[src/sv/tcfe_pkg.sv]
// Package: widths, symbol and register codes, frame types and digit-split helpers.
`timescale 1ns / 1ps

package tcfe_pkg;

    localparam int FRAME_LEN = 60;
    localparam int POS_W     = 6;
    localparam int SYM_W     = 2;
    localparam int MS_W      = 10;
    localparam int CFG_IDX_W = 2;

    localparam int YEAR_W   = 7;
    localparam int DAY_W    = 9;
    localparam int WDAY_W   = 3;
    localparam int HOUR_W   = 5;
    localparam int MINUTE_W = 6;

    // remainder after the weight-20 step is below 20
    localparam int REM_W = 5;

    localparam logic [POS_W-1:0] LAST_POS = POS_W'(FRAME_LEN - 1);

    typedef logic [FRAME_LEN-1:0] frame_bits_t;

    // marker positions 0, 9, 19, 29, 39, 49, 59
    localparam frame_bits_t MARK_MASK = 60'h802008020080201;

    typedef enum logic [SYM_W-1:0] {
        SYM_ZERO = 2'd0,
        SYM_ONE  = 2'd1,
        SYM_MARK = 2'd2
    } sym_t;

    typedef enum logic [CFG_IDX_W-1:0] {
        REG_MARKER_ON = 2'd0,
        REG_ONE_ON    = 2'd1,
        REG_ZERO_ON   = 2'd2
    } cfg_reg_t;

    localparam logic [MS_W-1:0] MARKER_ON_RST = 10'd200;
    localparam logic [MS_W-1:0] ONE_ON_RST    = 10'd500;
    localparam logic [MS_W-1:0] ZERO_ON_RST   = 10'd800;

    // front -> queue
    typedef struct packed {
        logic        valid;
        frame_bits_t bits;
    } q_push_t;

    // queue -> back
    typedef struct packed {
        logic        avail;
        frame_bits_t bits;
    } q_head_t;

    // One greedy digit step: bit set if v holds w at least once, remainder
    // drops by the whole multiple (at most two for the field widths used).
    // Result is {bit, remainder}.
    function automatic logic [DAY_W:0] split_step(logic [DAY_W-1:0] v,
                                                  logic [DAY_W-1:0] w);
        logic [DAY_W:0] w2;
        logic [DAY_W:0] res;
        w2 = {w, 1'b0};
        if ({1'b0, v} >= w2)
            res = {1'b1, v - w2[DAY_W-1:0]};
        else if (v >= w)
            res = {1'b1, v - w};
        else
            res = {1'b0, v};
        return res;
    endfunction

    // Weights 10, 8, 4, 2, 1 on a remainder below 20; bit 4 is weight 10.
    function automatic logic [4:0] tail_split(logic [REM_W-1:0] v);
        logic [DAY_W:0]   s;
        logic [DAY_W-1:0] r;
        logic [4:0]       b;
        r    = DAY_W'(v);
        s    = split_step(r, 9'd10);
        b[4] = s[DAY_W];
        r    = s[DAY_W-1:0];
        s    = split_step(r, 9'd8);
        b[3] = s[DAY_W];
        r    = s[DAY_W-1:0];
        s    = split_step(r, 9'd4);
        b[2] = s[DAY_W];
        r    = s[DAY_W-1:0];
        s    = split_step(r, 9'd2);
        b[1] = s[DAY_W];
        r    = s[DAY_W-1:0];
        s    = split_step(r, 9'd1);
        b[0] = s[DAY_W];
        return b;
    endfunction

endpackage

[src/sv/tcfe_ifs.sv]
// Interfaces: time-stamp input channel and symbol output channel.
`timescale 1ns / 1ps

interface tcfe_stamp_if;
    import tcfe_pkg::*;

    logic                valid;
    logic                ready;
    logic [YEAR_W-1:0]   year_in_century;
    logic [DAY_W-1:0]    day_of_year;
    logic [WDAY_W-1:0]   weekday;
    logic [HOUR_W-1:0]   hour;
    logic [MINUTE_W-1:0] minute;

    modport source (output valid, year_in_century, day_of_year, weekday, hour, minute,
                    input ready);
    modport sink (input valid, year_in_century, day_of_year, weekday, hour, minute,
                  output ready);
endinterface

interface tcfe_sym_if;
    import tcfe_pkg::*;

    logic             valid;
    logic             ready;
    logic [POS_W-1:0] position;
    logic [SYM_W-1:0] symbol;
    logic [MS_W-1:0]  on_time_ms;
    logic             last;

    modport source (output valid, position, symbol, on_time_ms, last, input ready);
    modport sink (input valid, position, symbol, on_time_ms, last, output ready);
endinterface

[src/sv/tcfe_front.sv]
// Front: two-stage pipeline that splits the time fields into frame bits.
`timescale 1ns / 1ps

module tcfe_front (
    input  logic               clk,
    input  logic               rst_n,
    tcfe_stamp_if.sink         stamp,
    input  logic               q_full,
    output tcfe_pkg::q_push_t  push
);
    import tcfe_pkg::*;

    // stage 1: raw fields
    logic                s1_valid_reg;
    logic [YEAR_W-1:0]   s1_year_reg;
    logic [DAY_W-1:0]    s1_day_reg;
    logic [WDAY_W-1:0]   s1_wday_reg;
    logic [HOUR_W-1:0]   s1_hour_reg;
    logic [MINUTE_W-1:0] s1_min_reg;

    // stage 2: high-weight bits and remainders
    logic              s2_valid_reg;
    logic [1:0]        s2_min_hi_reg;
    logic [REM_W-1:0]  s2_min_rem_reg;
    logic              s2_hour_hi_reg;
    logic [REM_W-1:0]  s2_hour_rem_reg;
    logic [4:0]        s2_day_hi_reg;
    logic [REM_W-1:0]  s2_day_rem_reg;
    logic [2:0]        s2_year_hi_reg;
    logic [REM_W-1:0]  s2_year_rem_reg;
    logic [WDAY_W-1:0] s2_wday_reg;

    logic s1_free, s1_adv, s2_free, s2_adv;

    logic [1:0]       min_hi;
    logic [REM_W-1:0] min_rem;
    logic             hour_hi;
    logic [REM_W-1:0] hour_rem;
    logic [4:0]       day_hi;
    logic [REM_W-1:0] day_rem;
    logic [2:0]       year_hi;
    logic [REM_W-1:0] year_rem;

    logic [6:0]  min_bits;
    logic [5:0]  hour_bits;
    logic [9:0]  day_bits;
    logic [7:0]  year_bits;
    frame_bits_t frame;

    assign s2_adv  = s2_valid_reg && !q_full;
    assign s2_free = !s2_valid_reg || s2_adv;
    assign s1_adv  = s1_valid_reg && s2_free;
    assign s1_free = !s1_valid_reg || s1_adv;

    assign stamp.ready = s1_free;

    // weights 200 down to 20
    always_comb
    begin
        logic [DAY_W:0]   s;
        logic [DAY_W-1:0] r;

        r          = DAY_W'(s1_min_reg);
        s          = split_step(r, 9'd40);
        min_hi[1]  = s[DAY_W];
        s          = split_step(s[DAY_W-1:0], 9'd20);
        min_hi[0]  = s[DAY_W];
        min_rem    = s[REM_W-1:0];

        r          = DAY_W'(s1_hour_reg);
        s          = split_step(r, 9'd20);
        hour_hi    = s[DAY_W];
        hour_rem   = s[REM_W-1:0];

        s          = split_step(s1_day_reg, 9'd200);
        day_hi[4]  = s[DAY_W];
        s          = split_step(s[DAY_W-1:0], 9'd100);
        day_hi[3]  = s[DAY_W];
        s          = split_step(s[DAY_W-1:0], 9'd80);
        day_hi[2]  = s[DAY_W];
        s          = split_step(s[DAY_W-1:0], 9'd40);
        day_hi[1]  = s[DAY_W];
        s          = split_step(s[DAY_W-1:0], 9'd20);
        day_hi[0]  = s[DAY_W];
        day_rem    = s[REM_W-1:0];

        r          = DAY_W'(s1_year_reg);
        s          = split_step(r, 9'd80);
        year_hi[2] = s[DAY_W];
        s          = split_step(s[DAY_W-1:0], 9'd40);
        year_hi[1] = s[DAY_W];
        s          = split_step(s[DAY_W-1:0], 9'd20);
        year_hi[0] = s[DAY_W];
        year_rem   = s[REM_W-1:0];
    end

    // weights 10 down to 1, then place bits in the frame
    always_comb
    begin
        min_bits  = {s2_min_hi_reg, tail_split(s2_min_rem_reg)};
        hour_bits = {s2_hour_hi_reg, tail_split(s2_hour_rem_reg)};
        day_bits  = {s2_day_hi_reg, tail_split(s2_day_rem_reg)};
        year_bits = {s2_year_hi_reg, tail_split(s2_year_rem_reg)};

        frame = '0;
        for (int k = 0; k < 3; k++)
        begin
            frame[1 + k]  = min_bits[6 - k];
            frame[5 + k]  = min_bits[3 - k];
            frame[16 + k] = hour_bits[2 - k];
            frame[30 + k] = day_bits[3 - k];
            frame[50 + k] = s2_wday_reg[2 - k];  // weights 4, 2, 1: plain binary
        end
        frame[8]  = min_bits[0];
        frame[12] = hour_bits[5];
        frame[13] = hour_bits[4];
        frame[15] = hour_bits[3];
        frame[22] = day_bits[9];
        frame[23] = day_bits[8];
        for (int k = 0; k < 4; k++)
            frame[25 + k] = day_bits[7 - k];
        frame[33] = day_bits[0];
        for (int k = 0; k < 8; k++)
            frame[41 + k] = year_bits[7 - k];
        frame[36] = ^hour_bits;
        frame[37] = ^min_bits;
    end

    assign push.valid = s2_adv;
    assign push.bits  = frame;

    always_ff @(posedge clk or negedge rst_n)
    begin
        if (!rst_n)
        begin
            s1_valid_reg <= 1'b0;
            s2_valid_reg <= 1'b0;
        end
        else
        begin
            if (s1_free)
                s1_valid_reg <= stamp.valid;
            if (s2_free)
                s2_valid_reg <= s1_valid_reg;
        end
    end

    always_ff @(posedge clk)
    begin
        if (stamp.valid && s1_free)
        begin
            s1_year_reg <= stamp.year_in_century;
            s1_day_reg  <= stamp.day_of_year;
            s1_wday_reg <= stamp.weekday;
            s1_hour_reg <= stamp.hour;
            s1_min_reg  <= stamp.minute;
        end
        if (s1_adv)
        begin
            s2_min_hi_reg   <= min_hi;
            s2_min_rem_reg  <= min_rem;
            s2_hour_hi_reg  <= hour_hi;
            s2_hour_rem_reg <= hour_rem;
            s2_day_hi_reg   <= day_hi;
            s2_day_rem_reg  <= day_rem;
            s2_year_hi_reg  <= year_hi;
            s2_year_rem_reg <= year_rem;
            s2_wday_reg     <= s1_wday_reg;
        end
    end

endmodule

[src/sv/tcfe_queue.sv]
// Queue: two-entry FIFO of frame bit vectors between front and back.
`timescale 1ns / 1ps

module tcfe_queue (
    input  logic               clk,
    input  logic               rst_n,
    input  tcfe_pkg::q_push_t  push,
    output logic               full,
    input  logic               pop,
    output tcfe_pkg::q_head_t  head
);
    import tcfe_pkg::*;

    frame_bits_t entry_reg [2];
    logic        wr_ptr_reg;
    logic        rd_ptr_reg;
    logic [1:0]  count_reg;

    logic do_push, do_pop;

    assign full       = (count_reg == 2'd2);
    assign do_push    = push.valid && !full;
    assign do_pop     = pop && (count_reg != 2'd0);
    assign head.avail = (count_reg != 2'd0);
    assign head.bits  = entry_reg[rd_ptr_reg];

    always_ff @(posedge clk or negedge rst_n)
    begin
        if (!rst_n)
        begin
            wr_ptr_reg <= 1'b0;
            rd_ptr_reg <= 1'b0;
            count_reg  <= 2'd0;
        end
        else
        begin
            if (do_push)
                wr_ptr_reg <= !wr_ptr_reg;
            if (do_pop)
                rd_ptr_reg <= !rd_ptr_reg;
            if (do_push && !do_pop)
                count_reg <= count_reg + 2'd1;
            else if (do_pop && !do_push)
                count_reg <= count_reg - 2'd1;
        end
    end

    always_ff @(posedge clk)
    begin
        if (do_push)
            entry_reg[wr_ptr_reg] <= push.bits;
    end

endmodule

[src/sv/tcfe_back.sv]
// Back: walks the head frame one position per item, holds the on-time registers.
`timescale 1ns / 1ps

module tcfe_back (
    input  logic                            clk,
    input  logic                            rst_n,
    input  logic                            cfg_we,
    input  logic [tcfe_pkg::CFG_IDX_W-1:0]  cfg_index,
    input  logic [tcfe_pkg::MS_W-1:0]       cfg_wdata,
    input  tcfe_pkg::q_head_t               head,
    output logic                            pop,
    tcfe_sym_if.source                      sym
);
    import tcfe_pkg::*;

    logic [MS_W-1:0]  marker_on_ms_reg;
    logic [MS_W-1:0]  one_on_ms_reg;
    logic [MS_W-1:0]  zero_on_ms_reg;

    logic [POS_W-1:0] pos_reg;
    logic             out_valid_reg;
    logic [POS_W-1:0] position_reg;
    logic [SYM_W-1:0] symbol_reg;
    logic [MS_W-1:0]  on_time_reg;
    logic             last_reg;

    logic             load;
    logic             at_last;
    sym_t             cur_sym;
    logic [MS_W-1:0]  cur_on;

    assign load    = head.avail && (!out_valid_reg || sym.ready);
    assign at_last = (pos_reg == LAST_POS);
    assign pop     = load && at_last;

    always_comb
    begin
        if (MARK_MASK[pos_reg])
            cur_sym = SYM_MARK;
        else if (head.bits[pos_reg])
            cur_sym = SYM_ONE;
        else
            cur_sym = SYM_ZERO;

        case (cur_sym)
            SYM_MARK: cur_on = marker_on_ms_reg;
            SYM_ONE:  cur_on = one_on_ms_reg;
            default:  cur_on = zero_on_ms_reg;
        endcase
    end

    assign sym.valid      = out_valid_reg;
    assign sym.position   = position_reg;
    assign sym.symbol     = symbol_reg;
    assign sym.on_time_ms = on_time_reg;
    assign sym.last       = last_reg;

    always_ff @(posedge clk or negedge rst_n)
    begin
        if (!rst_n)
        begin
            marker_on_ms_reg <= MARKER_ON_RST;
            one_on_ms_reg    <= ONE_ON_RST;
            zero_on_ms_reg   <= ZERO_ON_RST;
            pos_reg          <= '0;
            out_valid_reg    <= 1'b0;
        end
        else
        begin
            if (cfg_we)
            begin
                case (cfg_index)
                    REG_MARKER_ON: marker_on_ms_reg <= cfg_wdata;
                    REG_ONE_ON:    one_on_ms_reg    <= cfg_wdata;
                    REG_ZERO_ON:   zero_on_ms_reg   <= cfg_wdata;
                    default:       ;
                endcase
            end
            if (load)
            begin
                out_valid_reg <= 1'b1;
                pos_reg       <= at_last ? '0 : pos_reg + POS_W'(1);
            end
            else if (sym.ready)
                out_valid_reg <= 1'b0;
        end
    end

    always_ff @(posedge clk)
    begin
        if (load)
        begin
            position_reg <= pos_reg;
            symbol_reg   <= cur_sym;
            on_time_reg  <= cur_on;
            last_reg     <= at_last;
        end
    end

endmodule

[src/sv/time_code_frame_encoder.sv]
// Top level: time-code frame encoder (minute fields in, 60 frame symbols out).
//
//  channel  dir  protocol        payload
//  stamp    in   valid/ready     year_in_century, day_of_year, weekday, hour, minute
//  sym      out  valid/ready     position, symbol, on_time_ms, last
//  cfg_*    in   write enable    cfg_index (0 marker, 1 one, 2 zero), cfg_wdata
//
// One stamp item yields 60 sym items, one per cycle while sym.ready is high;
// the back's position walk produces them. The queue holds two split frames,
// so the next stamp is taken while the current frame is still being sent.
// Reset clears the pipeline and queue and loads on-times 200/500/800 ms.
// A stall on sym holds the output register; the queue then fills and
// stamp.ready drops once front and queue are all occupied.
`timescale 1ns / 1ps

module time_code_frame_encoder (
    input  logic                            clk,
    input  logic                            rst_n,
    tcfe_stamp_if.sink                      stamp,
    tcfe_sym_if.source                      sym,
    input  logic                            cfg_we,
    input  logic [tcfe_pkg::CFG_IDX_W-1:0]  cfg_index,
    input  logic [tcfe_pkg::MS_W-1:0]       cfg_wdata
);
    import tcfe_pkg::*;

    q_push_t q_push;   // split frame leaving the front
    q_head_t q_head;   // oldest frame waiting for the back
    logic    q_full;
    logic    q_pop;    // back finished position 59

    // digit split of the time fields, two pipeline stages
    tcfe_front u_front (
        .clk    (clk),
        .rst_n  (rst_n),
        .stamp  (stamp),
        .q_full (q_full),
        .push   (q_push)
    );

    tcfe_queue u_queue (
        .clk   (clk),
        .rst_n (rst_n),
        .push  (q_push),
        .full  (q_full),
        .pop   (q_pop),
        .head  (q_head)
    );

    // symbol sequencer with output register and on-time registers
    tcfe_back u_back (
        .clk       (clk),
        .rst_n     (rst_n),
        .cfg_we    (cfg_we),
        .cfg_index (cfg_index),
        .cfg_wdata (cfg_wdata),
        .head      (q_head),
        .pop       (q_pop),
        .sym       (sym)
    );

endmodule

[src/flat_wrapper.sv]
// flat-port wrapper written by rule: the top's interface ports become plain ports
module time_code_frame_encoder_flat import tcfe_pkg::*;
  (clk, rst_n, cfg_we, cfg_index, cfg_wdata, stamp_valid, stamp_year_in_century, stamp_day_of_year, stamp_weekday, stamp_hour, stamp_minute, stamp_ready, sym_valid, sym_position, sym_symbol, sym_on_time_ms, sym_last, sym_ready);
  tcfe_stamp_if stamp_i ();
  tcfe_sym_if sym_i ();
  input  logic clk;
  input  logic rst_n;
  input  logic cfg_we;
  input  logic [tcfe_pkg::CFG_IDX_W-1:0] cfg_index;
  input  logic [tcfe_pkg::MS_W-1:0] cfg_wdata;
  input wire logic [$bits(stamp_i.valid)-1:0] stamp_valid;
  input wire logic [$bits(stamp_i.year_in_century)-1:0] stamp_year_in_century;
  input wire logic [$bits(stamp_i.day_of_year)-1:0] stamp_day_of_year;
  input wire logic [$bits(stamp_i.weekday)-1:0] stamp_weekday;
  input wire logic [$bits(stamp_i.hour)-1:0] stamp_hour;
  input wire logic [$bits(stamp_i.minute)-1:0] stamp_minute;
  output wire logic [$bits(stamp_i.ready)-1:0] stamp_ready;
  output wire logic [$bits(sym_i.valid)-1:0] sym_valid;
  output wire logic [$bits(sym_i.position)-1:0] sym_position;
  output wire logic [$bits(sym_i.symbol)-1:0] sym_symbol;
  output wire logic [$bits(sym_i.on_time_ms)-1:0] sym_on_time_ms;
  output wire logic [$bits(sym_i.last)-1:0] sym_last;
  input wire logic [$bits(sym_i.ready)-1:0] sym_ready;
  assign stamp_i.valid = stamp_valid;
  assign stamp_i.year_in_century = stamp_year_in_century;
  assign stamp_i.day_of_year = stamp_day_of_year;
  assign stamp_i.weekday = stamp_weekday;
  assign stamp_i.hour = stamp_hour;
  assign stamp_i.minute = stamp_minute;
  assign stamp_ready = stamp_i.ready;
  assign sym_valid = sym_i.valid;
  assign sym_position = sym_i.position;
  assign sym_symbol = sym_i.symbol;
  assign sym_on_time_ms = sym_i.on_time_ms;
  assign sym_last = sym_i.last;
  assign sym_i.ready = sym_ready;
  time_code_frame_encoder u_core (.clk(clk), .rst_n(rst_n), .stamp(stamp_i), .sym(sym_i), .cfg_we(cfg_we), .cfg_index(cfg_index), .cfg_wdata(cfg_wdata));
endmodule
[config.mk]
export PLATFORM = sky130hd
export DESIGN_NAME = time_code_frame_encoder_flat
export DESIGN_NICKNAME = d
export VERILOG_FILES = /design/src/sv/tcfe_pkg.sv /design/src/sv/tcfe_ifs.sv /design/src/sv/tcfe_front.sv /design/src/sv/tcfe_queue.sv /design/src/sv/tcfe_back.sv /design/src/sv/time_code_frame_encoder.sv /design/src/flat_wrapper.sv
export SDC_FILE = /design/constraint.sdc
export NUM_CORES = 1
export LEC_CHECK = 0
export BUFFER_PORTS_ARGS = -buffer_cell sky130_fd_sc_hd__buf_2
export CORE_MARGIN = 3
export CORE_UTILIZATION = 49
export DETAILED_ROUTE_END_ITERATION = 8
export GPL_ROUTABILITY_DRIVEN = 0
export GPL_TIMING_DRIVEN = 0
export PLACE_DENSITY = 0.73
export SYNTH_ARGS = -nofsm -noshare
export SYNTH_HDL_FRONTEND = slang
export SYNTH_SLANG_ARGS = --single-unit
[constraint.sdc]
create_clock -name clk -period 24.8 [get_ports clk]
set_input_delay 4.96 -clock clk [delete_from_list [all_inputs] [get_ports clk]]
set_output_delay 4.96 -clock clk [all_outputs]
set_load 0.03 [all_outputs]
======== Word level (Yosys, flattened, before mapping) ========
Memory sizes are Yosys's and may differ from the RTL's.
Index checks and enable logic that the tools add are counted.
W data, S select, Z words.
operators by class
  add/subtract/negate cells ............... 62
  order comparisons ....................... 60
  equal/unequal tests ..................... 6
  multiplexer cells ....................... 72
  reduce and logical (&&, ||, !) cells .... 29
operators with widths
  operator               number
  $mux W10               51
  $ge A9 B2 Y1 const B   8
  $ge A9 B3 Y1 const B   8
  $ge A9 B4 Y1 const B   8
  $sub A9 B2 Y9 const B  8
  $sub A9 B3 Y9 const B  8
  $sub A9 B4 Y9 const B  8
  $ge A9 B5 Y1 const B   7
  $sub A9 B5 Y9 const B  7
  $ge A9 B6 Y1 const B   5
  $mux W9                5
  $ge A9 B1 Y1 const B   4
  $ge A9 B7 Y1 const B   4
  $sub A9 B1 Y9 const B  4
  $sub A9 B7 Y9 const B  4
  $sub A5 B5 Y6 const B  5
  $ge A9 B8 Y1 const B   3
  $sub A9 B8 Y9 const B  3
  $ge A5 B5 Y1 const B   5
  $sub A5 B4 Y6 const B  4
  $ge A5 B4 Y1 const B   4
  $pmux W10 S2           1
  $sub A9 B6 Y9 const B  2
  $mux W5                3
  other kinds (26)       60
word-level totals
  bits in registers ....................... 126
  memory bits (writable) .................. 72
  memory bits (read-only) ................. 64
  memories ................................ 2
memories
  memory                    depth  bits a word  rd ports  clocked after memory_dff  write ports  RTL line          RTL
  u_core.u_queue.entry_reg  2      36           1         0                         1            tcfe_queue.sv:14  frame_bits_t entry_reg [2];
  (name not given)          64     1            1         0                         0            tcfe_back.sv:38   if (MARK_MASK[pos_reg])

======== Depth between registers and ports, before layout ========
Gate-level depths: netlist (run 1).
  word-level depth ........................ 16
  gate-level depth with buffers ........... 41

======== By module ========
A second synthesis (run 1) with hierarchy kept.
unflattened totals
  cells, all modules ...................... 1502
  area, all modules ....................... 17256.6 sq um
modules (own cells, without submodules)
  module      times used  cells each  area an instance (sq um)
  tcfe_front  1           1044        9067.4
  tcfe_queue  1           206         4829.6
  tcfe_back   1           252         3359.5

======== Worst setup path before layout (run 1) ========
Ideal clock, no wire load.
  kind .................................... register to register
  start ................................... register u_core.u_front.s1_day_reg[4]
  end ..................................... register u_core.u_front.s2_day_rem_reg[3] (data pin)
  library setup time ...................... 0.274 ns
  arrival ................................. 8.209 ns
  required time ........................... 24.526 ns
  slack ................................... 16.316 ns
  cell stages (with the launch flop) ...... 41
  period minus slack after synthesis ...... 8.484 ns
  path through ............................ edfxtp_1 -> inv_1 -> ha_1 -> or4b_4 -> a21o_1 -> clkinv_2 -> nand2_1 -> xnor2_1 -> ha_1 -> inv_1 -> a2111oi_0 -> a41o_1 -> o31ai_1 -> a21o_4 -> buf_6 -> o311ai_2 -> and2_1 -> buf_2 -> [5 not listed] -> a21oi_1 -> xnor2_1 -> inv_1 -> ha_1 -> inv_1 -> a31oi_1 -> a2111oi_2 -> mux2_4 -> nand3_2 -> xnor2_2 -> inv_1 -> ha_1 -> nand2_1 -> nor4_1 -> a221oi_1 -> o2111a_2 -> o311a_1 -> a211oi_2
between the ends
  longest elaborated chain between the ends .. 15
ends and longest elaborated chain
  what                                           RTL line                        RTL
  start, declared                                tcfe_front.sv:16                logic [DAY_W-1:0] s1_day_reg;
  start signal, assigned                         tcfe_front.sv:153               s1_day_reg <= stamp.day_of_year;
  $sub A9 B8 Y9 or $ge A9 B8 Y1 (tied branches)  tcfe_pkg.sv:67, tcfe_pkg.sv:66
  $mux W10                                       tcfe_pkg.sv:66                  else if (v >= w)
  $mux W9 (*)                                    tcfe_pkg.sv:64                  if ({1'b0, v} >= w2)
  $sub A9 B7 Y9 or $ge A9 B7 Y1 (tied branches)  tcfe_pkg.sv:67, tcfe_pkg.sv:66
  $mux W10                                       tcfe_pkg.sv:66
  $mux W9 (*)                                    tcfe_pkg.sv:64
  $sub A9 B7 Y9 or $ge A9 B7 Y1 (tied branches)  tcfe_pkg.sv:67, tcfe_pkg.sv:66
  $mux W10                                       tcfe_pkg.sv:66
  $mux W9 (*)                                    tcfe_pkg.sv:64
  $sub A9 B6 Y9 or $ge A9 B6 Y1 (tied branches)  tcfe_pkg.sv:67, tcfe_pkg.sv:66
  $mux W10                                       tcfe_pkg.sv:66
  $mux W9 (*)                                    tcfe_pkg.sv:64
  $ge A9 B5 Y1 or $sub A9 B5 Y9 (tied branches)  tcfe_pkg.sv:66, tcfe_pkg.sv:67
  $mux W10                                       tcfe_pkg.sv:66
  $mux W5 (*)                                    tcfe_pkg.sv:64
  via u_core.u_front.day_rem[3]                  tcfe_front.sv:40                logic [REM_W-1:0] day_rem;
  end signal, assigned                           tcfe_front.sv:165               s2_day_rem_reg <= day_rem;
  end, declared                                  tcfe_front.sv:28                logic [REM_W-1:0] s2_day_rem_reg;
Mark *: on every way through the listed nets, which the timed path passes. The rest lies on a longest branch.
A chain may end at the register's enable or synchronous reset.

======== Worst setup path in the final report (run 1) ========
Same ends and word-level chain as after synthesis.

==> results of run 1 <==
## critical path: cells and delay by family, from the launching register on
kind	cells	cell delay, ns
AND/OR/NAND/NOR	7	1.39
XOR/XNOR	3	1.54
flip-flops	1	0.47
buffers and inverters	9	1.44
adder cells (fa/ha/maj)	5	1.35
multiplexers	1	0.27
AO/OA/AOI/OAI	15	3.56
## through the flow
| step | cells | setup WS [ns] | hold WS, ns | util [%] | cell area (um^2) |
|---|---|---|---|---|---|
| final | 1848 | 14.49 | 0.448 | 55.2 | 15900 |
| after global routing | 1848 | 13.79 | 0.465 | 55.2 | 15900 |
| after CTS | 1848 | 14.62 | 0.448 | 55.2 | 15900 |
| after detailed placement | 1816 | 14.66 | 0.434 | 53.1 | 15300 |
| after global placement | 1814 | 14.76 | 0.426 | 52.9 | 15300 |
| after floorplan | 1363 | 16.32 | 0.400 | - | 14500 |
## cells by family (layout without fill, tap and decap cells)
| group | Yosys count | count (layout) | synth area share [%] |
|---|---|---|---|
| flops | 198 | 198 | 39.8 |
| xor+xnor | 52 | 52 | 3.31 |
| buf+inv | 170 | 271 | 4.68 |
| mux | 91 | 91 | 7.92 |
| compound gates | 319 | 319 | 16.6 |
| simple gates | 374 | 374 | 14.0 |
| fa+ha+maj | 159 | 159 | 13.8 |
## Yosys cell counts (all sizes together), types with 7 or more instances
library cell / n / area [um^2]
xor2: 8 / 70.1
a21boi: 9 / 67.6
and2: 12 / 75.1
a31oi: 18 / 119
o211ai: 20 / 160
edfxtp: 155 / 4650
nand3b: 10 / 75.1
a21o: 15 / 120
mux2: 41 / 469
nand2: 111 / 422
buf: 14 / 86.3
nand4b: 9 / 78.8
a21oi: 52 / 268
inv: 132 / 498
nor3: 26 / 166
o21ai: 70 / 354
dfrtp: 31 / 776
clkbuf: 19 / 71.3
o21a: 12 / 97.6
mux2i: 37 / 383
a211oi: 27 / 250
ha: 159 / 1990
a221oi: 7 / 91.3
or3: 12 / 80.1
nand4: 17 / 113
nand2b: 17 / 114
nor2: 70 / 263
dfstp: 12 / 315
nor4: 12 / 75.1
xnor2: 44 / 408
nor2b: 9 / 63.8
nand3: 27 / 140
mux4: 13 / 293
and3: 9 / 56.3
o31ai: 13 / 116
## routing by layer
metal,track usage (%),routed length (um),up-vias
met3,2.74,1160,18
met5,0,0,-
met2,32.3,14200,227
met4,4.25,312,0
li1,-,-,5252
met1,24.3,13300,5183
## worst max-delay path by stage
stage                                       from                                to  slack (ns)
floorplan           u_core.u_front.s1_day_reg[4]  u_core.u_front.s2_day_rem_reg[3]       16.32
global placement    u_core.u_front.s1_day_reg[4]  u_core.u_front.s2_day_rem_reg[3]       14.76
detailed placement  u_core.u_front.s1_day_reg[4]  u_core.u_front.s2_day_rem_reg[3]       14.66
CTS                 u_core.u_front.s1_day_reg[4]  u_core.u_front.s2_day_rem_reg[3]       14.62
global route        u_core.u_front.s1_day_reg[4]  u_core.u_front.s2_day_rem_reg[3]       13.79
finish              u_core.u_front.s1_day_reg[4]  u_core.u_front.s2_day_rem_reg[3]       14.49
## final cells by class
class	count	share of cell area (%)
clock inverter	15	1.23
multi-input combinational	995	50.4
buffer	33	0.989
clock buffer	17	2.67
inverter	137	3.25
tap	384	3.01
timing repair buffer	69	2.35
sequential	198	36.0
==> results.md, run 1 <==
* H-tree depth at 4
* # Post-CTS Setup Buffers at 0
* Clock-pin transition on the worst setup and hold timing paths at 0.08 ns
* DRC violations left at 0
* Vias per inst at 5.78
* Slowest-stage cell, CP: xnor2_1
* Via count at 10700
* Max-slew violations at 0
* Status: finished clean
* Crit path DAT at 10.48 ns
* # fillers at 2470
* First-pass GRT wire length at 48200 um
* Mapped Cells at 1363
* Setup CP Type: reg -> reg
* Fin nets at 1657
* Multi-input logic area at 8040 um^2
* FF+latch area at 5750 um^2
* Post-synth EDFFs at 155
* Syn_area_per_cell at 10.6 um^2
* Top_reg_cell synth: edfxtp_1
* Most common cell after layout, fill and taps aside: ha_1
* Boundary pin count at 68
* Num CTS Buffers at 17
* Crit end category: flip-flop
* Maximum number of pins on one net before global-route repair at 44
* CP Launch Type: flip-flop
* HP Start: u_core.u_front.s2_day_hi_reg[1]
* FF-to-FF path depth at 40
* # setup viols final at 0
* FFs w/ async S/R, synth at 21.7%
* Routed Antenna Nets at 0
* Sink Count at 198
* Most frequent cells in the layout: 159 x ha_1, 155 x edfxtp_1, 128 x inv_1, 109 x nand2_1, 73 x buf_2
* Tightest Pin Transition at 0.946 ns
* Req. time, crit path at 24.97 ns
* Detailed Route Iter0 Violations at 746
* Vias in the first global route at 10200
* Clock Tree Buf Depth at 2
* Highest clock rate at 97.0 MHz
* Max reg flops at 72
* Flops & latches, synth at 198
* Initial core utilization at 50.1%
* TNS Setup at 0 ns
* Initial antenna violation count at 0
* Sequential area share after synthesis at 39.8%
* ANT cells at 0
* Area Overhead vs Synth at 10.3%
* Total Routing Usage GR at 18.5%
* Core area at 28900 um^2
* Clk root buf: clkbuf_16
* CTS tree: done
* WL final at 29000 um
* WL/cell at 15.7 um
* Slowest cell delay on critical path at 0.66 ns
* Number of library cell types mapped by synthesis at 121
* Worst r2r dst: u_core.u_front.s2_day_rem_reg[3]
* Detailed Place HPWL at 21700 um
* Skew final at 0.0124 ns
* Row cnt at 62
* Slew headroom at 36.9%
* Cell area after synthesis at 14500 um^2
* Die height at 178 um
* Hold_buf cts at 0
* Die Area at 31600 um^2
* Reg2reg setup slack at 14.49 ns
* Die W at 178 um
* DR pass1 iterations at 5
* Worst Hold Depth at 0
* RSZ-0062 raised after global routing: no
* Hold Crit Endpoint: u_core.u_queue.entry_reg[1][16]
* Final hold violation count at 0
* RR Startpoint: u_core.u_front.s1_day_reg[4]
* Worst min-delay path class: reg -> reg
* Fin crit share at 41.6%
* Min Tclk post-route at 10.31 ns
* Syn Nets at 1569
* Max-cap check violation count at 0
* Share of layout cells above drive strength 1 at 16.9%
* Yosys warning count at 0
* Post-CTS sizing at 0
* Port bufs at 67
* Critical Path Fanout Max at 10
* Total grt overflow at 0
* Clock latency on the worst-skew pair at 0.44 ns
Power of run 1 is not shown: default switching activity piles up to over one toggle a cycle in this logic, so the estimate is an artifact.
==> run 2: changes to the inputs <==
- ABC_AREA: not set -> 1
- PLACE_DENSITY: 0.73 -> 0.75
- clock period: 24.8 -> 8.6 ns (I/O delays scaled with it)
==> run 2 against run 1 <==
  * Non-clock buffer count is 11 lower
  * Cell count up 27%
  * Die area rose by 4.7%
  * Register-to-register slack worse by 13 ns
  * Sequential share of layout area decreased by 1.5 points
  * Worst setup slack worse by 13 ns
  * Core utilization increased by 0.19 points
  * Largest cell class unchanged
  * Clock-buffer cell count is the same
  * Critical endpoint unchanged
==> results.md, run 2 <==
* Share of layout cells above drive strength 1 at 16.3% (was 16.9%)
* Die Area at 33100 um^2 (was 31600 um^2)
* Clk root buf: clkbuf_16 (unchanged)
* Top_reg_cell synth: edfxtp_1 (unchanged)
* Max reg flops at 72 (unchanged)
* Buf+Inv Stages, Crit Path at 10 (was 9)
* Crit end category: flip-flop (unchanged)
* XOR/XNOR Fraction of Synth Area at 3.27% (was 3.31%)
* Row cnt at 63 (was 62)
* Detailed Route Iter0 Violations at 782 (was 746)
* Top cells by area, synth: edfxtp_1 31%, ha_1 13%, nand2_1 11% (was edfxtp_1 32%, ha_1 14%, dfrtp_1 5.4%)
* Total Routing Usage GR at 19.4% (was 18.5%)
* First-pass GRT wire length at 54700 um (was 48200 um)
* Max-cap check violation count at 0 (unchanged)
* FFs w/ async S/R, synth at 21.7% (unchanged)
* CTS tree: done (unchanged)
* Top-count cell post-synth: nand2_1 (was ha_1)
* Synth cell count leaders: 439 x nand2_1, 236 x inv_1, 161 x nand3_1, 159 x ha_1, 155 x edfxtp_1 (was 159 x ha_1, 155 x edfxtp_1, 128 x inv_1, 109 x nand2_1, 70 x nor2_1)
* Maximum number of pins on one net before global-route repair at 44 (unchanged)
* Post-synth EDFFs at 155 (unchanged)
* H-tree depth at 4 (unchanged)
* Setup CP Type: reg -> reg (unchanged)
* Total grt overflow at 0 (unchanged)
* Post-Synth Adder-Cell Area at 13.1% (was 13.8%)
* Mapped Cells at 1853 (was 1363)
* Slowest cell delay on critical path at 0.52 ns (was 0.66 ns)
* Syn_area_per_cell at 8.17 um^2 (was 10.6 um^2)
* Max-slew violations at 0 (unchanged)
* # setup viols final at 0 (unchanged)
* Flops & latches, synth at 198 (unchanged)
* DR pass1 iterations at 6 (was 5)
* Clock Tree Buf Depth at 2 (unchanged)
* Crit path DAT at 6.85 ns (was 10.48 ns)
* TNS Setup at 0 ns (unchanged)
* Fin nets at 2148 (was 1657)
* Core area at 30000 um^2 (was 28900 um^2)
* Synth area leader: edfxtp_1 (unchanged)
* Most frequent cells in the layout: 439 x nand2_1, 234 x inv_1, 161 x nand3_1, 159 x ha_1, 155 x edfxtp_1 (was 159 x ha_1, 155 x edfxtp_1, 128 x inv_1, 109 x nand2_1, 73 x buf_2)
* Die height at 182 um (was 178 um)
* RSZ-0062 raised after global routing: no (unchanged)
* RR Startpoint: u_core.u_front.s1_day_reg[3] (was u_core.u_front.s1_day_reg[4])
* Skew final at 0.0105 ns (was 0.0124 ns)
* Sequential area share after synthesis at 37.9% (was 39.8%)
* Vias in the first global route at 12000 (was 10200)
* Detailed Place HPWL at 24200 um (was 21700 um)
* Post-Synth Simple-Gate Area at 29.9% (was 14.0%)
* Post-CTS sizing at 0 (unchanged)
* Fin crit share at 77.5% (was 41.6%)
* Compound-Gate Fraction of Synth Area at 8.19% (was 16.6%)
* Via count at 12400 (was 10700)
* Highest clock rate at 150 MHz (was 97.0 MHz)
* Largest family of logic cells by synthesized area: simple AND/OR/NAND/NOR gates (was compound AO/OA/AOI/OAI gates)
* Num CTS Buffers at 17 (unchanged)
* Initial core utilization at 50.4% (was 50.1%)
* Port bufs at 67 (unchanged)
* Critical Path Fanout Max at 9 (was 10)
* WL/cell at 13.5 um (was 15.7 um)
* Slew headroom at 35.8% (was 36.9%)
* Final hold violation count at 0 (unchanged)
* Req. time, crit path at 8.79 ns (was 24.97 ns)
* Vias per inst at 5.27 (was 5.78)
* Clock-pin transition on the worst setup and hold timing paths at 0.07 ns (was 0.08 ns)
* Post-synthesis mux area share at 0.0743% (was 7.92%)
* HP Start: u_core.u_front.s1_wday_reg[0] (was u_core.u_front.s2_day_hi_reg[1])
* WL final at 31700 um (was 29000 um)
* Most common cell after layout, fill and taps aside: nand2_1 (was ha_1)
* Hold_buf cts at 0 (unchanged)
* Die W at 182 um (was 178 um)
* CP Launch Type: flip-flop (unchanged)
* Worst min-delay path class: reg -> reg (unchanged)
* Slowest-stage cell, CP: edfxtp_1 (was xnor2_1)
* ANT cells at 0 (unchanged)
* Yosys warning count at 0 (unchanged)
* Clock latency on the worst-skew pair at 0.44 ns (about the same)
* Initial antenna violation count at 0 (unchanged)
* # Post-CTS Setup Buffers at 0 (unchanged)
* Syn Nets at 2059 (was 1569)
* Post-synth top area share at 30.7% (was 32.2%)
* DRC violations left at 0 (unchanged)
* Boundary pin count at 68 (unchanged)
* Status: finished clean (unchanged)
* Min Tclk post-route at 6.67 ns (was 10.31 ns)
* Cell area after synthesis at 15100 um^2 (was 14500 um^2)
* Number of library cell types mapped by synthesis at 65 (was 121)
* Area Overhead vs Synth at 9.89% (was 10.3%)
* Sink Count at 198 (unchanged)
* CP most frequent cell: inv_1
* Top delay family on crit path: simple AND/OR/NAND/NOR gates (was compound AO/OA/AOI/OAI gates)
* Tightest Pin Transition at 0.963 ns (was 0.946 ns)
* # fillers at 2667 (was 2470)
* Worst Setup SP: u_core.u_front.s1_day_reg[3] (was u_core.u_front.s1_day_reg[4])
* Routed Antenna Nets at 0 (unchanged)
run 2: final timing paths:
check / endpoint / slack (ns) / depth (start not counted)
worst max-delay path: u_core.u_front.s2_day_rem_reg[3] / 1.93 / 49
worst min-delay path: u_core.u_front.s2_wday_reg[0] / 0.42 / 0
worst max register to register: u_core.u_front.s2_day_rem_reg[3] / 1.93 / 49
worst min register to register: u_core.u_front.s2_wday_reg[0] / 0.42 / 0
max in group asynchronous: u_core.u_back.zero_on_ms_reg[7] / 6.57 / 1
min in group asynchronous: u_core.u_back.zero_on_ms_reg[1] / 1.43 / 1
run 2: cells by family (layout without fill, tap and decap cells):
family | Yosys count | count (layout)
AOI/OAI and AO/OA | 207 | 207
muxes | 1 | 1
adders and majority gates | 159 | 159
DFF | 198 | 198
xor gates and xnor gates | 51 | 51
and+or+nand+nor | 940 | 940
buffers and inverters | 297 | 399
run 2: metal layers:
| metal | part of all wire [%] | GRT usage [%] |
|---|---|---|
| met1 | 44 | 24.6 |
| met2 | 50 | 34.6 |
| met3 | 4.9 | 2.94 |
| met4 | 1.3 | 4.63 |
| met5 | 0 | 0 |
run 2: cell type report:
type                       instances  area (um^2)  area share (%)
multi-input combinational       1358         8280            49.8
tap                              390          488            2.93
inverter                         276         1040            6.28
clock inverter                    15          160           0.962
sequential                       198         5750            34.5
buffer                            21         93.8           0.564
clock buffer                      17          425            2.56
timing repair buffer              70          405            2.44
run 2: stage by stage:
step                hold WS, ns  worst slack (ns)  area (um^2)  util [%]  instances
floorplan                 0.400              2.90        15100         -       1853
global placement          0.401              2.16        16000      53.2       2310
detailed placement        0.406              1.98        16100      53.5       2313
CTS                       0.424              1.91        16600      55.4       2345
global route              0.441              1.12        16600      55.4       2345
finish                    0.422              1.93        16600      55.4       2345
Power of run 2 is left out for the same reason.
==> run 3: changes to the inputs <==
- clock period: 8.6 -> 6.1 ns (I/O delays scaled with it)
==> run 3 against run 2 <==
  * Core utilization is 1.4 points higher
  * Design area grew 2.5%
  * Via count grew 2.0%
  * Worst setup slack got worse by 1.8 ns
  * Sequential share of layout area fell by 0.86 points
  * Cell count up 1.4%
  * Maximum frequency increased by 11%
  * Clock-buffer cell count unchanged
  * Clock skew rose by 0.0039 ns
  * Global-route usage about the same
  * Register-to-register slack got worse by 1.8 ns
  * Critical path depth shrank 3
  * Critical path type unchanged
==> results.md, run 3 (same netlist as run 2, synthesis figures left out) <==
* # setup viols final at 0 (unchanged)
* Detailed Place HPWL at 24200 um (unchanged)
* DR pass1 iterations at 7 (was 6)
* Boundary pin count at 68 (unchanged)
* WL/cell at 13.8 um (was 13.5 um)
* Final hold violation count at 0 (unchanged)
* Routed Antenna Nets at 0 (unchanged)
* WL final at 32800 um (was 31700 um)
* Core area at 30000 um^2 (unchanged)
* Max-slew violations at 0 (unchanged)
* Port bufs at 67 (unchanged)
* Clk root buf: clkbuf_16 (unchanged)
* Highest clock rate at 167 MHz (was 150 MHz)
* Initial core utilization at 50.4% (unchanged)
* Fin crit share at 98.0% (was 77.5%)
* Max-cap check violation count at 0 (unchanged)
* Slowest-stage cell, CP: edfxtp_1 (unchanged)
* Min Tclk post-route at 5.98 ns (was 6.67 ns)
* ANT cells at 0 (unchanged)
* Req. time, crit path at 6.29 ns (was 8.79 ns)
* Die Area at 33100 um^2 (unchanged)
* Slew headroom at 34.6% (was 35.8%)
* Setup crit end: u_core.u_front.s2_day_rem_reg[3] (unchanged)
* Die W at 182 um (unchanged)
* Tightest Pin Transition at 0.982 ns (was 0.963 ns)
* Worst r2r dst: u_core.u_front.s2_day_rem_reg[3] (unchanged)
* Die height at 182 um (unchanged)
* Max reg flops at 72 (unchanged)
* # fillers at 2575 (was 2667)
* Status: finished clean (unchanged)
* CP Launch Type: flip-flop (unchanged)
* Clock latency on the worst-skew pair at 0.44 ns (about the same)
* Sink Count at 198 (unchanged)
* Reg2reg setup slack at 0.12 ns (was 1.93 ns)
* Vias per inst at 5.30 (was 5.27)
* H-tree depth at 4 (unchanged)
* Num CTS Buffers at 17 (unchanged)
* Clock Tree Buf Depth at 2 (unchanged)
* Area Overhead vs Synth at 12.7% (was 9.89%)
* Post-Layout Cell Count at 2379 (was 2345)
* Final Util at 56.8% (was 55.4%)
* Total Routing Usage GR at 19.4% (about the same)
* FF-to-FF path depth at 46 (was 49)
* Total grt overflow at 0 (unchanged)
* Worst Setup SP: u_core.u_front.s1_day_reg[4] (was u_core.u_front.s1_day_reg[3])
* Crit end category: flip-flop (unchanged)
* Multi-input logic area at 8440 um^2 (was 8280 um^2)
* First-pass GRT wire length at 54800 um (was 54700 um)
* Detailed Route Iter0 Violations at 886 (was 782)
* RSZ-0062 raised after global routing: yes (was no)
* Share of layout cells above drive strength 1 at 19.1% (was 16.3%)
* Vias in the first global route at 12100 (was 12000)
* Maximum number of pins on one net before global-route repair at 44 (unchanged)
* Critical Path Fanout Max at 8 (was 9)
* Crit path DAT at 6.17 ns (was 6.85 ns)
* Skew final at 0.0144 ns (was 0.0105 ns)
* Slowest cell delay on critical path at 0.42 ns (was 0.52 ns)
* Fin nets at 2182 (was 2148)
* Initial antenna violation count at 0 (unchanged)
* FF+latch area at 5750 um^2 (unchanged)
* Clock-pin transition on the worst setup and hold timing paths at 0.07 ns (about the same)
* Worst min-delay path class: reg -> reg (unchanged)
* Most frequent cells in the layout: 435 x nand2_1, 228 x inv_1, 158 x nand3_1, 155 x edfxtp_1, 154 x ha_1 (was 439 x nand2_1, 234 x inv_1, 161 x nand3_1, 159 x ha_1, 155 x edfxtp_1)
* CTS tree: done (unchanged)
* Placed insts at 2313 (unchanged)
* DRC violations left at 0 (unchanged)
* Via count at 12600 (was 12400)
* Most common cell after layout, fill and taps aside: nand2_1 (unchanged)
* Setup CP Type: reg -> reg (unchanged)
* Row cnt at 63 (unchanged)
* RR Startpoint: u_core.u_front.s1_day_reg[4] (was u_core.u_front.s1_day_reg[3])
-- run 3: cell count changes in the layout (fill, tap and decap cells not counted), sizes merged --
cell / delta
buf: +34
-- run 3: critical path: cells and delay by family (launching register included) --
family / cells / cell delay (ns)
compound gates: 3 / 0.54
xor+xnor: 2 / 0.44
fa+ha+maj: 5 / 0.86
buf+inv: 8 / 0.70
flops: 1 / 0.42
simple gates: 28 / 2.78
-- run 3: worst min-delay path by stage --
stage | startpoint | cells past startpoint | end | slack [ns]
floorplan | u_core.u_front.s1_wday_reg[0] | 0 | u_core.u_front.s2_wday_reg[0] | 0.40
global placement | u_core.u_front.s1_wday_reg[2] | 0 | u_core.u_front.s2_wday_reg[2] | 0.40
detailed placement | u_core.u_front.s1_wday_reg[0] | 0 | u_core.u_front.s2_wday_reg[0] | 0.41
CTS | u_core.u_front.s1_wday_reg[0] | 0 | u_core.u_front.s2_wday_reg[0] | 0.42
global route | u_core.u_front.s1_wday_reg[1] | 0 | u_core.u_front.s2_wday_reg[1] | 0.44
finish | u_core.u_front.s1_wday_reg[0] | 0 | u_core.u_front.s2_wday_reg[0] | 0.42
-- run 3: layout make-up --
cell class	instances	area share, %
buffer	21	0.550
clock buffer	17	2.49
clock inverter	15	0.938
inverter	276	6.15
multi-input combinational	1358	49.5
sequential	198	33.7
tap	390	2.86
timing repair buffer	104	3.89
-- run 3: per-layer routing --
layer	global-route usage [%]	vias to the layer above	routed length (um)
li1	-	6329	-
met1	24.7	5884	14300
met2	34.7	341	16200
met3	2.94	53	1680
met4	4.63	0	620
met5	0	-	0
-- run 3: timing repair --
| item | CTS | global route |
|---|---|---|
| endpoints found under the setup margin | 4 | 10 |
| pin swaps | 1 | 26 |
| gates resized for setup | 4 | 39 |
| buffers inserted | 4 | 30 |
| gates cloned | 0 | 0 |
| hold buffers | 0 | 0 |
-- run 3: metrics by stage --
| step | area [um^2] | setup TNS (ns) | hold slack [ns] | setup WS (ns) |
|---|---|---|---|---|
| after floorplan | 15100 | 0 | 0.400 | 0.403 |
| after global placement | 16000 | -1.09 | 0.401 | -0.338 |
| after detailed placement | 16100 | -1.78 | 0.406 | -0.522 |
| after CTS | 16700 | 0 | 0.424 | 0.0231 |
| after global routing | 17100 | -0.967 | 0.441 | -0.279 |
| final | 17100 | 0 | 0.423 | 0.120 |
Power of run 3 is left out for the same reason.
